===== src/rtl/bsrt_pkg.sv =====
`default_nettype none
// ----------------------------------------------------------------------------
// bsrt_pkg
// Shared types, codes and constants of the broadcast signal receive table.
// ----------------------------------------------------------------------------
package bsrt_pkg;

   localparam int NUM_SLOTS_DEF   = 8;
   localparam int MAX_PAYLOAD_DEF = 22;
   localparam int HDR_LEN         = 9;

   localparam logic [7:0]  AD_MANUFACTURER   = 8'hFF;
   localparam logic [7:0]  HALF_SEQ          = 8'd128;
   localparam logic [15:0] VENDOR_ID_RST     = 16'd919;
   localparam logic [15:0] REPEAT_WINDOW_RST = 16'd100;

   // opcodes
   localparam logic [1:0] OP_CLEAR    = 2'd0;
   localparam logic [1:0] OP_REGISTER = 2'd1;
   localparam logic [1:0] OP_PACKET   = 2'd2;
   localparam logic [1:0] OP_QUERY    = 2'd3;

   // result status
   localparam logic [1:0] STS_OK        = 2'd0;
   localparam logic [1:0] STS_REJECT    = 2'd1;
   localparam logic [1:0] STS_NOT_FOUND = 2'd2;

   // register indexes
   localparam logic CSR_VENDOR_ID     = 1'b0;
   localparam logic CSR_REPEAT_WINDOW = 1'b1;

   typedef struct packed {
      logic [1:0]         opcode;
      logic [31:0]        signal_hash;
      logic [7:0]         data_byte;
      logic               last_byte;
      logic signed [7:0]  rssi_in;
      logic [31:0]        time_ms;
      logic [4:0]         byte_pos;
   } req_type;

   typedef struct packed {
      logic [1:0]         status;
      logic [4:0]         payload_size;
      logic [7:0]         seq_index;
      logic [31:0]        stamp_ms;
      logic signed [7:0]  rssi_out;
      logic [7:0]         payload_byte;
   } rsp_type;

   typedef enum logic [3:0] {
      S_IDLE,
      S_PCHECK,
      S_SEARCH,
      S_WINDOW,
      S_COPY,
      S_DRAIN,
      S_QUERY,
      S_QREAD,
      S_DONE
   } state_type;

endpackage
`default_nettype wire


===== src/rtl/broadcast_signal_receive_table.sv =====
`default_nettype none
// ----------------------------------------------------------------------------
// broadcast_signal_receive_table
// Table of registered signal hashes that files the latest advertising packet
// of each one and answers queries on what a slot holds.
// ----------------------------------------------------------------------------
// Timing: a packet byte that is not the last goes straight back to idle.
// Register and query walk the registered slots through one hash comparator,
// one slot a cycle. A last packet byte adds a header check, the slot search,
// a repeat-window check and a copy of the payload into the slot memory at one
// byte a cycle. A new item is taken whenever the sequencer is idle, even while
// the previous result still waits in the output register. There is no
// clearing pass after reset.
// ----------------------------------------------------------------------------
module broadcast_signal_receive_table
   import bsrt_pkg::*;
#(
   parameter int NUM_SLOTS   = NUM_SLOTS_DEF,
   parameter int MAX_PAYLOAD = MAX_PAYLOAD_DEF
) (
   input  wire logic        clock,
   input  wire logic        reset,
   input  wire logic        req_valid,
   output logic             req_ready,
   input  wire req_type     req_data,
   output logic             rsp_valid,
   input  wire logic        rsp_ready,
   output rsp_type          rsp_data,
   input  wire logic        csr_valid,
   output logic             csr_ready,
   input  wire logic        csr_index,
   input  wire logic [15:0] csr_wdata
);

   localparam int BUF_DEPTH = HDR_LEN + MAX_PAYLOAD;
   localparam int LEN_CAP   = BUF_DEPTH + 1;
   localparam int LEN_W     = $clog2(LEN_CAP + 1);
   localparam int CNT_W     = $clog2(NUM_SLOTS + 1);
   localparam int SLOT_W    = (NUM_SLOTS > 1) ? $clog2(NUM_SLOTS) : 1;
   localparam int PAY_W     = (MAX_PAYLOAD > 1) ? $clog2(MAX_PAYLOAD) : 1;
   localparam int PAY_DEPTH = NUM_SLOTS * MAX_PAYLOAD;
   localparam int PADDR_W   = (PAY_DEPTH > 1) ? $clog2(PAY_DEPTH) : 1;

   state_type            state_ff, state_in;
   req_type              req_ff;
   logic [15:0]          company_ff;
   logic [15:0]          window_ff;
   logic [CNT_W-1:0]     count_ff, count_in;
   logic [LEN_W-1:0]     len_ff, len_in;
   logic [LEN_W-1:0]     evlen_ff, evlen_in;
   logic [7:0]           hdr_ff [HDR_LEN];
   logic [CNT_W-1:0]     idx_ff, idx_in;
   logic [31:0]          key_ff, key_in;
   logic [PAY_W-1:0]     k_ff, k_in;
   rsp_type              res_ff, res_in;
   logic                 rsp_valid_ff, rsp_valid_in;
   rsp_type              rsp_data_ff, rsp_data_in;
   logic                 cw_valid_ff, cw_valid_in;
   logic [PADDR_W-1:0]   cw_addr_ff, cw_addr_in;
   logic [7:0]           pbuf_rd_ff;
   logic [7:0]           pay_rd_ff;

   logic [31:0]          slot_hash_ff [NUM_SLOTS];
   logic [4:0]           slot_size_ff [NUM_SLOTS];
   logic [7:0]           slot_seq_ff  [NUM_SLOTS];
   logic [31:0]          slot_time_ff [NUM_SLOTS];
   logic [7:0]           slot_rssi_ff [NUM_SLOTS];

   logic [7:0]           pbuf_mem [MAX_PAYLOAD];
   logic [7:0]           pay_mem  [PAY_DEPTH];

   logic                 req_fire;
   logic                 rsp_load;
   logic [SLOT_W-1:0]    sel;
   logic                 in_slot;
   logic                 hit;
   logic [LEN_W-1:0]     len_plus;
   logic                 bad_pkt;
   logic [31:0]          dt;
   logic [7:0]           sd;
   logic                 win_reject;
   logic [LEN_W-1:0]     psize;
   logic                 copy_last;
   logic [PADDR_W-1:0]   base;
   logic                 pos_ok;
   logic [PADDR_W-1:0]   qaddr;
   logic                 slot_new_we;
   logic                 slot_upd_we;

   assign req_ready = (state_ff == S_IDLE);
   assign req_fire  = req_valid & req_ready;
   assign csr_ready = 1'b1;
   assign rsp_valid = rsp_valid_ff;
   assign rsp_data  = rsp_data_ff;
   assign rsp_load  = (state_ff == S_DONE) && (!rsp_valid_ff || rsp_ready);

   // shared slot comparator and slot read port
   assign sel     = idx_ff[SLOT_W-1:0];
   assign in_slot = (idx_ff < count_ff);
   assign hit     = in_slot && (slot_hash_ff[sel] == key_ff);

   assign len_plus = (len_ff < LEN_W'(LEN_CAP)) ? len_ff + LEN_W'(1) : len_ff;

   assign bad_pkt = (count_ff == '0) ||
                    (evlen_ff < LEN_W'(HDR_LEN)) || (evlen_ff > LEN_W'(BUF_DEPTH)) ||
                    (hdr_ff[0] != 8'(evlen_ff - LEN_W'(1))) ||
                    (hdr_ff[1] != AD_MANUFACTURER) ||
                    (hdr_ff[2] != company_ff[7:0]) ||
                    (hdr_ff[3] != company_ff[15:8]);

   assign dt         = req_ff.time_ms - slot_time_ff[sel];
   assign sd         = hdr_ff[4] - slot_seq_ff[sel];
   assign win_reject = (dt < {16'd0, window_ff}) && (sd > HALF_SEQ);

   assign psize     = evlen_ff - LEN_W'(HDR_LEN);
   assign copy_last = (LEN_W'(k_ff) == psize - LEN_W'(1));

   assign base   = PADDR_W'(sel) * PADDR_W'(MAX_PAYLOAD);
   assign pos_ok = (req_ff.byte_pos < slot_size_ff[sel]);
   assign qaddr  = pos_ok ? base + PADDR_W'(req_ff.byte_pos) : base;

   // next state
   always_comb begin
      state_in = state_ff;
      case (state_ff)
         S_IDLE: begin
            if (req_fire) begin
               case (req_data.opcode)
                  OP_CLEAR:    state_in = S_DONE;
                  OP_REGISTER: state_in = (count_ff >= CNT_W'(NUM_SLOTS)) ? S_DONE : S_SEARCH;
                  OP_PACKET:   state_in = req_data.last_byte ? S_PCHECK : S_IDLE;
                  default:     state_in = S_SEARCH;
               endcase
            end
         end
         S_PCHECK: state_in = bad_pkt ? S_DONE : S_SEARCH;
         S_SEARCH: begin
            if (hit) begin
               case (req_ff.opcode)
                  OP_PACKET: state_in = S_WINDOW;
                  OP_QUERY:  state_in = S_QUERY;
                  default:   state_in = S_DONE;
               endcase
            end else if (!in_slot) begin
               state_in = S_DONE;
            end
         end
         S_WINDOW: state_in = (win_reject || psize == '0) ? S_DONE : S_COPY;
         S_COPY:   state_in = copy_last ? S_DRAIN : S_COPY;
         S_DRAIN:  state_in = S_DONE;
         S_QUERY:  state_in = S_QREAD;
         S_QREAD:  state_in = S_DONE;
         S_DONE:   state_in = rsp_load ? S_IDLE : S_DONE;
         default:  state_in = S_IDLE;
      endcase
   end

   // datapath controls
   always_comb begin
      count_in    = count_ff;
      len_in      = len_ff;
      evlen_in    = evlen_ff;
      idx_in      = idx_ff;
      key_in      = key_ff;
      k_in        = k_ff;
      res_in      = res_ff;
      cw_valid_in = 1'b0;
      cw_addr_in  = cw_addr_ff;
      slot_new_we = 1'b0;
      slot_upd_we = 1'b0;
      case (state_ff)
         S_IDLE: begin
            if (req_fire) begin
               key_in = req_data.signal_hash;
               idx_in = '0;
               res_in = '0;
               case (req_data.opcode)
                  OP_CLEAR: count_in = '0;
                  OP_REGISTER: begin
                     if (count_ff >= CNT_W'(NUM_SLOTS)) res_in.status = STS_REJECT;
                  end
                  OP_PACKET: begin
                     evlen_in = len_plus;
                     len_in   = req_data.last_byte ? '0 : len_plus;
                  end
                  default: ;
               endcase
            end
         end
         S_PCHECK: begin
            key_in = {hdr_ff[8], hdr_ff[7], hdr_ff[6], hdr_ff[5]};
            if (bad_pkt) res_in.status = STS_REJECT;
         end
         S_SEARCH: begin
            if (hit) begin
               if (req_ff.opcode == OP_REGISTER) res_in.status = STS_REJECT;
            end else if (!in_slot) begin
               case (req_ff.opcode)
                  OP_REGISTER: begin
                     slot_new_we = 1'b1;
                     count_in    = count_ff + CNT_W'(1);
                  end
                  OP_PACKET: res_in.status = STS_REJECT;
                  default:   res_in.status = STS_NOT_FOUND;
               endcase
            end else begin
               idx_in = idx_ff + CNT_W'(1);
            end
         end
         S_WINDOW: begin
            k_in = '0;
            if (win_reject) res_in.status = STS_REJECT;
            else slot_upd_we = 1'b1;
         end
         S_COPY: begin
            k_in        = k_ff + PAY_W'(1);
            cw_valid_in = 1'b1;
            cw_addr_in  = base + PADDR_W'(k_ff);
         end
         S_QREAD: begin
            res_in.status       = STS_OK;
            res_in.payload_size = slot_size_ff[sel];
            res_in.seq_index    = slot_seq_ff[sel];
            res_in.stamp_ms     = slot_time_ff[sel];
            res_in.rssi_out     = slot_rssi_ff[sel];
            res_in.payload_byte = pos_ok ? pay_rd_ff : 8'd0;
         end
         default: ;
      endcase
   end

   // output register: hold until the transfer completes
   always_comb begin
      rsp_valid_in = rsp_valid_ff;
      rsp_data_in  = rsp_data_ff;
      if (rsp_load) begin
         rsp_valid_in = 1'b1;
         rsp_data_in  = res_ff;
      end else if (rsp_ready) begin
         rsp_valid_in = 1'b0;
      end
   end

   always_ff @(posedge clock) begin
      if (reset) begin
         state_ff     <= S_IDLE;
         company_ff   <= VENDOR_ID_RST;
         window_ff    <= REPEAT_WINDOW_RST;
         count_ff     <= '0;
         len_ff       <= '0;
         rsp_valid_ff <= 1'b0;
         cw_valid_ff  <= 1'b0;
      end else begin
         state_ff     <= state_in;
         count_ff     <= count_in;
         len_ff       <= len_in;
         rsp_valid_ff <= rsp_valid_in;
         cw_valid_ff  <= cw_valid_in;
         if (csr_valid && csr_ready) begin
            case (csr_index)
               CSR_VENDOR_ID:     company_ff <= csr_wdata;
               CSR_REPEAT_WINDOW: window_ff  <= csr_wdata;
               default: ;
            endcase
         end
      end
   end

   always_ff @(posedge clock) begin
      evlen_ff    <= evlen_in;
      idx_ff      <= idx_in;
      key_ff      <= key_in;
      k_ff        <= k_in;
      res_ff      <= res_in;
      rsp_data_ff <= rsp_data_in;
      cw_addr_ff  <= cw_addr_in;
      if (req_fire) req_ff <= req_data;
      // header bytes sit in fixed registers as they arrive
      for (int i = 0; i < HDR_LEN; i++) begin
         if (req_fire && req_data.opcode == OP_PACKET && len_ff == LEN_W'(i)) begin
            hdr_ff[i] <= req_data.data_byte;
         end
      end
   end

   // slot table
   always_ff @(posedge clock) begin
      if (reset) begin
         for (int i = 0; i < NUM_SLOTS; i++) begin
            slot_size_ff[i] <= '0;
            slot_seq_ff[i]  <= '0;
            slot_time_ff[i] <= '0;
            slot_rssi_ff[i] <= '0;
         end
      end else if (slot_new_we) begin
         slot_size_ff[count_ff[SLOT_W-1:0]] <= '0;
         slot_seq_ff[count_ff[SLOT_W-1:0]]  <= '0;
      end else if (slot_upd_we) begin
         slot_size_ff[sel] <= 5'(psize);
         slot_seq_ff[sel]  <= hdr_ff[4];
         slot_time_ff[sel] <= req_ff.time_ms;
         slot_rssi_ff[sel] <= req_ff.rssi_in;
      end
   end

   always_ff @(posedge clock) begin
      if (slot_new_we) slot_hash_ff[count_ff[SLOT_W-1:0]] <= key_ff;
   end

   // packet payload buffer
   always_ff @(posedge clock) begin
      if (req_fire && req_data.opcode == OP_PACKET &&
          len_ff >= LEN_W'(HDR_LEN) && len_ff < LEN_W'(BUF_DEPTH)) begin
         pbuf_mem[PAY_W'(len_ff - LEN_W'(HDR_LEN))] <= req_data.data_byte;
      end
      pbuf_rd_ff <= pbuf_mem[k_ff];
   end

   // slot payload memory
   always_ff @(posedge clock) begin
      if (cw_valid_ff) pay_mem[cw_addr_ff] <= pbuf_rd_ff;
      pay_rd_ff <= pay_mem[qaddr];
   end

   a_count_range: assert property (@(posedge clock) disable iff (reset)
      count_ff <= CNT_W'(NUM_SLOTS))
      else $error("slot count beyond table size");

   a_copy_origin: assert property (@(posedge clock) disable iff (reset)
      cw_valid_ff |-> $past(state_ff == S_COPY))
      else $error("payload write outside a copy");

   a_reg_grows: assert property (@(posedge clock) disable iff (reset)
      (state_ff == S_SEARCH && req_ff.opcode == OP_REGISTER && !in_slot)
      |=> count_ff == $past(count_ff) + CNT_W'(1))
      else $error("register did not take a new slot");

   a_rsp_load: assert property (@(posedge clock) disable iff (reset)
      rsp_load |=> (rsp_valid_ff && state_ff == S_IDLE))
      else $error("result not loaded on completion");

endmodule
`default_nettype wire


===== config.mk =====
export PLATFORM = sky130hd
export DESIGN_NAME = broadcast_signal_receive_table
export DESIGN_NICKNAME = d
export VERILOG_FILES = /design/src/rtl/bsrt_pkg.sv /design/src/rtl/broadcast_signal_receive_table.sv
export SDC_FILE = /design/constraint.sdc
export NUM_CORES = 2
export LEC_CHECK = 0
export ABC_AREA = 0
export BUFFER_PORTS_ARGS = -buffer_cell sky130_fd_sc_hd__buf_2
export CAP_MARGIN = 0
export CORE_ASPECT_RATIO = 1.1
export CORE_MARGIN = 2
export CORE_UTILIZATION = 40
export CTS_BUF_LIST = sky130_fd_sc_hd__clkbuf_8
export CTS_CLUSTER_DIAMETER = 30
export CTS_CLUSTER_SIZE = 30
export DETAILED_ROUTE_END_ITERATION = 16
export SYNTH_ARGS = -nofsm -noshare
export SYNTH_HDL_FRONTEND = slang
export SYNTH_SLANG_ARGS = --single-unit

===== constraint.sdc =====
create_clock -name clock -period 9 [get_ports clock]
set_input_delay 0.9 -clock clock [delete_from_list [all_inputs] [get_ports clock]]
set_output_delay 0.9 -clock clock [all_outputs]
set_load 0.005 [all_outputs]

# Word-level counts from Yosys, hierarchy flattened
# Memories as Yosys holds them, arrays and structs flattened. A register that Yosys moved wholly into a read port is not among the register bits.
# Index checks and enable logic that the tools add are counted.
# word_totals
word_cells	286
output_inout_bits	66
in_bits	110
memories	8
mem_bits_rw	2336
ff_bits	276
# mem_list
name	words	width	read_ports	rd_clocked_by_memory_dff	wr	line	source
pay_mem	176	8	1	1	1	broadcast_signal_receive_table.sv:70	logic [7:0] pay_mem [PAY_DEPTH];
slot_hash_ff	8	32	1	1	1	broadcast_signal_receive_table.sv:63	logic [31:0] slot_hash_ff [NUM_SLOTS];
slot_time_ff	8	32	1	1	8	broadcast_signal_receive_table.sv:66	logic [31:0] slot_time_ff [NUM_SLOTS];
pbuf_mem	22	8	1	1	1	broadcast_signal_receive_table.sv:69	logic [7:0] pbuf_mem [MAX_PAYLOAD];
hdr_ff	9	8	9	0	1	broadcast_signal_receive_table.sv:51	logic [7:0] hdr_ff [HDR_LEN];
slot_rssi_ff	8	8	1	1	8	broadcast_signal_receive_table.sv:67	logic [7:0] slot_rssi_ff [NUM_SLOTS];
2 more memories	--	--	--	--	--	--	
# op_classes
n_reduce_logical	59
multipliers	1
addsub	12
muxes	128
magnitude_cmp	10
bitwise_logic	2
eq_ne	38
# op_table
operator	n
$pmux W61 S2	1
$mux W8	13
$mux W4	23
$reduce_or A8 Y1	11
$mux W32	2
$pmux W32 S2	1
$mux W63	1
$mux W1	59
$mux W3	11
$eq A32 B32 Y1	1
$lt A32 B16 Y1	1
$pmux W4 S8	1
$reduce_or A32 Y1	1
$sub A32 B32 Y32	1
$eq A6 B3 Y1 const B	4
$ne A8 B8 Y1	3
$pmux W4 S2	3
$add A8 B5 Y8	2
$eq A4 B3 Y1 const B	4
$logic_and A1 B1 Y1	15
$eq A6 B2 Y1 const B	2
$logic_not A6 Y1	2
$mux W6	2
$ne A2 B2 Y1 const B	6
other kinds (50)	80

# Logic depth before layout (Yosys ltp)
# depth
depth_word	15
ltp_mapped	29
mapped_depth_nobuf	22

# Worst setup path after synthesis
# Ideal clock, no wire load.
# synth_timing
path_kind	reg-to-reg
start	reg with a tool-made name
end	mem slot_rssi_ff[1][0], enable pin
arrival_ps	6967
required_ps	8465
path_stages_with_launch	29
slack_ps	1498
synth_period_minus_slack_ps	7502
path_cell_list	dfxtp_1 > buf_6 > buf_2 > buf_2 > clkbuf_1 > buf_2 > mux4_2 > mux2i_1 > ha_1 > nor2b_1 > o2111a_1 > nor2_1 > o21ai_0 > a21boi_0 > nor2_1 > nor2_1 > xnor2_1 > ha_1 > a21o_1 > a21o_1 > a211o_1 > a2111oi_0 > o2111ai_1 > nor3_1 > and4b_1 > nand4_2 > buf_2 > nand4_1 > nand2b_1
# synth_lines
item	line
to (decl)	broadcast_signal_receive_table.sv:67

==> metrics.md <==
| Metric | Value |
|---|---|
| Post-synthesis simple-gate area fraction | 13.77% |
| Worst setup SP type | flip-flop |
| Post-synth EDFFs | about 2600 |
| Gr usage total | between 20% and 30% |
| Total power per unit cell area | roughly 270 nW/um^2 |
| Core area | ~270000 um^2 |
| Syn nets | about 8000 |
| Largest net degree at the start of global routing | 120 |
| GP Congestion | roughly 0.89 |
| RSZ-0062 raised after global routing | no |
| Post-Synth XOR/XNOR Area | less than 1% |
| Clock Root Buffer | clkbuf_8 |
| Clk buf depth | 4 |
| Post-CTS setup buffers | 0 |
| Cts repair resizes | 0 |
| Internal Power | approximately 23 mW |
| Crit path kind | flip-flop to flip-flop |
| Starting DRC count in detailed routing | between 7000 and 8000 |
| FFs w/ async S/R, synth | 0% |
| I/O pins | about 180 |
| Routed Antenna Nets | 0 |
| Sequential area share after synthesis | between 70 and 80% |
| Nets | ~8300 |
| Routed WL per cell | 24.38 um |
| Leak pwr | between 40 and 50 nW |
| Routed wire length | just under 300 mm |
| Main synth FF type | edfxtp_1 |
| Minimum clock period | roughly 7.2 ns |
| Fin Hold WS | between 0.1 and 0.15 ns |
| Clock transition at path regs | around 0.08 ns |
| Switch Pwr | between 10 and 15 mW |
| Sequential power share | 40.9% |
| Status | complete, no violations |
| Critical path's slowest cell | buf_4 |
| DRC errors left | 0 |
| First-pass GRT wire length | 429.5 mm |
| Arrival time at the worst endpoint | about 8 ns |
| Yosys warns | 0 |
| Insertion delay to the later sink of the worst-skew pair | 1.03 ns |
| Peak supply drop | between 0.0002 and 0.0003 V |
| Worst setup EP type | flip-flop |
| # hold bufs at CTS | 29 |
| Mapped Cells | between 7000 and 8000 |
| Hold Vio Cnt, Final | 0 |
| Final setup fails | 0 |
| Critical Path Max Stage Delay | between 0.8 and 0.9 ns |
| Max Fclk | between 100 and 150 MHz |
| Starting Density | approximately 40% |
| Crit path buf inv count | 3 |
| Mux cell area share after synthesis | 5.944% |
| Critical path required time | 9.56 ns |
| Layout area overhead | 14.08% |
| CTS sink count | 2631 |
| H-tree depth reported by CTS | 5 |
| Final Core Density | ~46% |
| Synth Area in Adders | roughly 1.2% |
| Die W | 500.8 um |
| CTS tree | done |
| Final Skew | ~0.16 ns |
| Post-synthesis compound-gate area fraction | 3.783% |
| HP Class | input pin to flip-flop |
| FP Rows | 200 |
| Gr ovfl total | 0 |
| Crit path cell chain | buf_4, mux4_2, mux2i_1, ha_1, a21oi_1, inv_1, a31oi_1, nand2_1, xor2_1, ha_1, a21o_1, a21o_1, a211o_1, a2111oi_0, o2111ai_1, nor3_1, and4b_1, nand4_2, buf_4, nand3_1, nand2_1 |
| Most used cells in the layout excluding fill and tap cells | edfxtp_1 (2564), nand2_1 (1590), nor2_1 (746) |
| Yosys cell types | 84 |
| Die footprint | approximately 280000 um^2 |
| Drt first pass iters | 6 |
| Slew Viols, Final | 0 |
| Switch share | between 30 and 40% |
| Relative slew slack | 15.70% |
| Layout cell share with drive strength beyond 1 | about 16% |
| Vias in the first global route | 65320 |
| Hpwl dp | about 180 mm |
| Post-synthesis cell area | 108600 um^2 |
| Layout fillers | about 24000 |
| Largest family of logic cells by synthesized area | simple AND/OR/NAND/NOR gates |
| Maximum fanout along the worst path | 47 |
| TritonCTS buffer count | 449 |
| Flops & latches, synth | 2631 |
| Setup TNS | 0 ns |
| Die Span Y | 550.5 um |
| Max-Cap Viols | 0 |
| Leading cell type in the layout, fill and taps excluded | edfxtp_1 |
| Vias/cell | 5.554 |
| Buffers on Ports | 174 |
| Clock share of power | between 30% and 40% |
| CP top delay family | simple AND/OR/NAND/NOR gates |
| Post-route clock period utilization | approximately four fifths |
| Initial antenna violation count | 19 |
| Via count | roughly 67000 |
| Comb pwr share | a little under a quarter |
| Slew @ Worst Pin | 1.233 ns |
| Syn_area_per_cell | around 14 um^2 |
-- worst reg2reg max path, cell delays in order, from the launching register on --
cell	delay, ns
dfxtp_4	0.55
buf_4	0.83
mux4_2	0.65
mux2i_1	0.26
ha_1	0.38
a21oi_1	0.22
inv_1	0.06
a31oi_1	0.25
nand2_1	0.15
xor2_1	0.16
ha_1	0.20
a21o_1	0.16
a21o_1	0.17
a211o_1	0.29
a2111oi_0	0.33
o2111ai_1	0.21
nor3_1	0.23
and4b_1	0.23
nand4_2	0.16
buf_4	0.27
nand3_1	0.50
nand2_1	0.58
-- stage by stage --
stage	area (um^2)	total power [mW]	setup slack, ns	instances
finish	123900	33.71	1.764	12040
global route	123900	34.96	1.207	12040
CTS	123800	33.84	1.716	12030
detailed placement	113200	21.59	1.742	11170
global placement	113200	21.54	1.532	11170
floorplan	108600	18.66	1.498	7823
-- power by group through the flow --
stage	registers, mW	clock network (mW)	logic (mW)
floorplan	13.9	0	4.73
global placement	14.0	0	7.50
detailed placement	14.0	0	7.55
CTS	13.8	12.5	7.59
global route	13.8	13.0	8.17
finish	13.8	12.3	7.66
-- path summary, 6_finish.rpt --
check,start,endpoint,slack [ns],depth (start not counted)
worst max-delay path,flip-flop,slot_seq_ff[3][5],1.76,21
worst min-delay path,req_data[9],req_ff[9],0.10,1
worst max register to register,flip-flop,slot_seq_ff[3][5],1.76,21
worst min register to register,res_ff[34],rsp_data[34],0.42,0
-- cells in the mapped netlist (100+ instances only) --
master       n  area share, %
a21oi_1    131           0.60
a311oi_1   114           0.92
a31oi_1    102           0.59
and3_1     126           0.73
buf_2      144           0.66
clkbuf_1   249           0.86
edfxtp_1  2564             71
mux2i_1    100           0.92
mux4_2     221            4.6
nand2_1   1591            5.5
nand3_1    664            3.1
nor2_1     752            2.6
-- cell families (layout without fill, tap and decap cells) --
family	after synthesis	after routing
buffers and inverters	584	1259
muxes	361	361
xor gates and xnor gates	112	112
AOI/OAI and AO/OA	588	588
DFF	2631	2631
other	1	11
adders and majority gates	99	99
and+or+nand+nor	3447	3447
-- cell type report --
class                   count  area (um^2)  area share [%]
multi-input cells        4608        27960           22.57
repair buffers            345         2434           1.964
clock inverters           388         4179           3.373
clock buffers             450         6193           5.000
inverters                  76        285.3          0.2303
well taps                3535         4423           3.570
flip-flops and latches   2631        78380           63.27
diodes                     10        25.02         0.02020
-- sequential cells by signal, summed over array words and instances, names as in the netlist, 8 cells and up, named ones only --
name          count
rsp_data         63
company_ff       16
slot_size_ff     40
slot_rssi_ff     64
slot_hash_ff    256
hdr_ff           72
slot_time_ff    256
cw_addr_ff        8
slot_seq_ff      64
pbuf_rd_ff        8
req_ff           47
window_ff        16
pbuf_mem        176
pay_mem        1408
key_ff           32
pay_rd_ff         8
res_ff           63
-- metal layers --
layer  wire (um)  GRT usage (%)  vias up
li1            -              -    29650
met1      117900          27.37    33850
met2      143800          34.32     2852
met3       23270          3.914      532
met4        8631          6.887        6
met5          38              0        -
(Power assumes the default switching activity.)
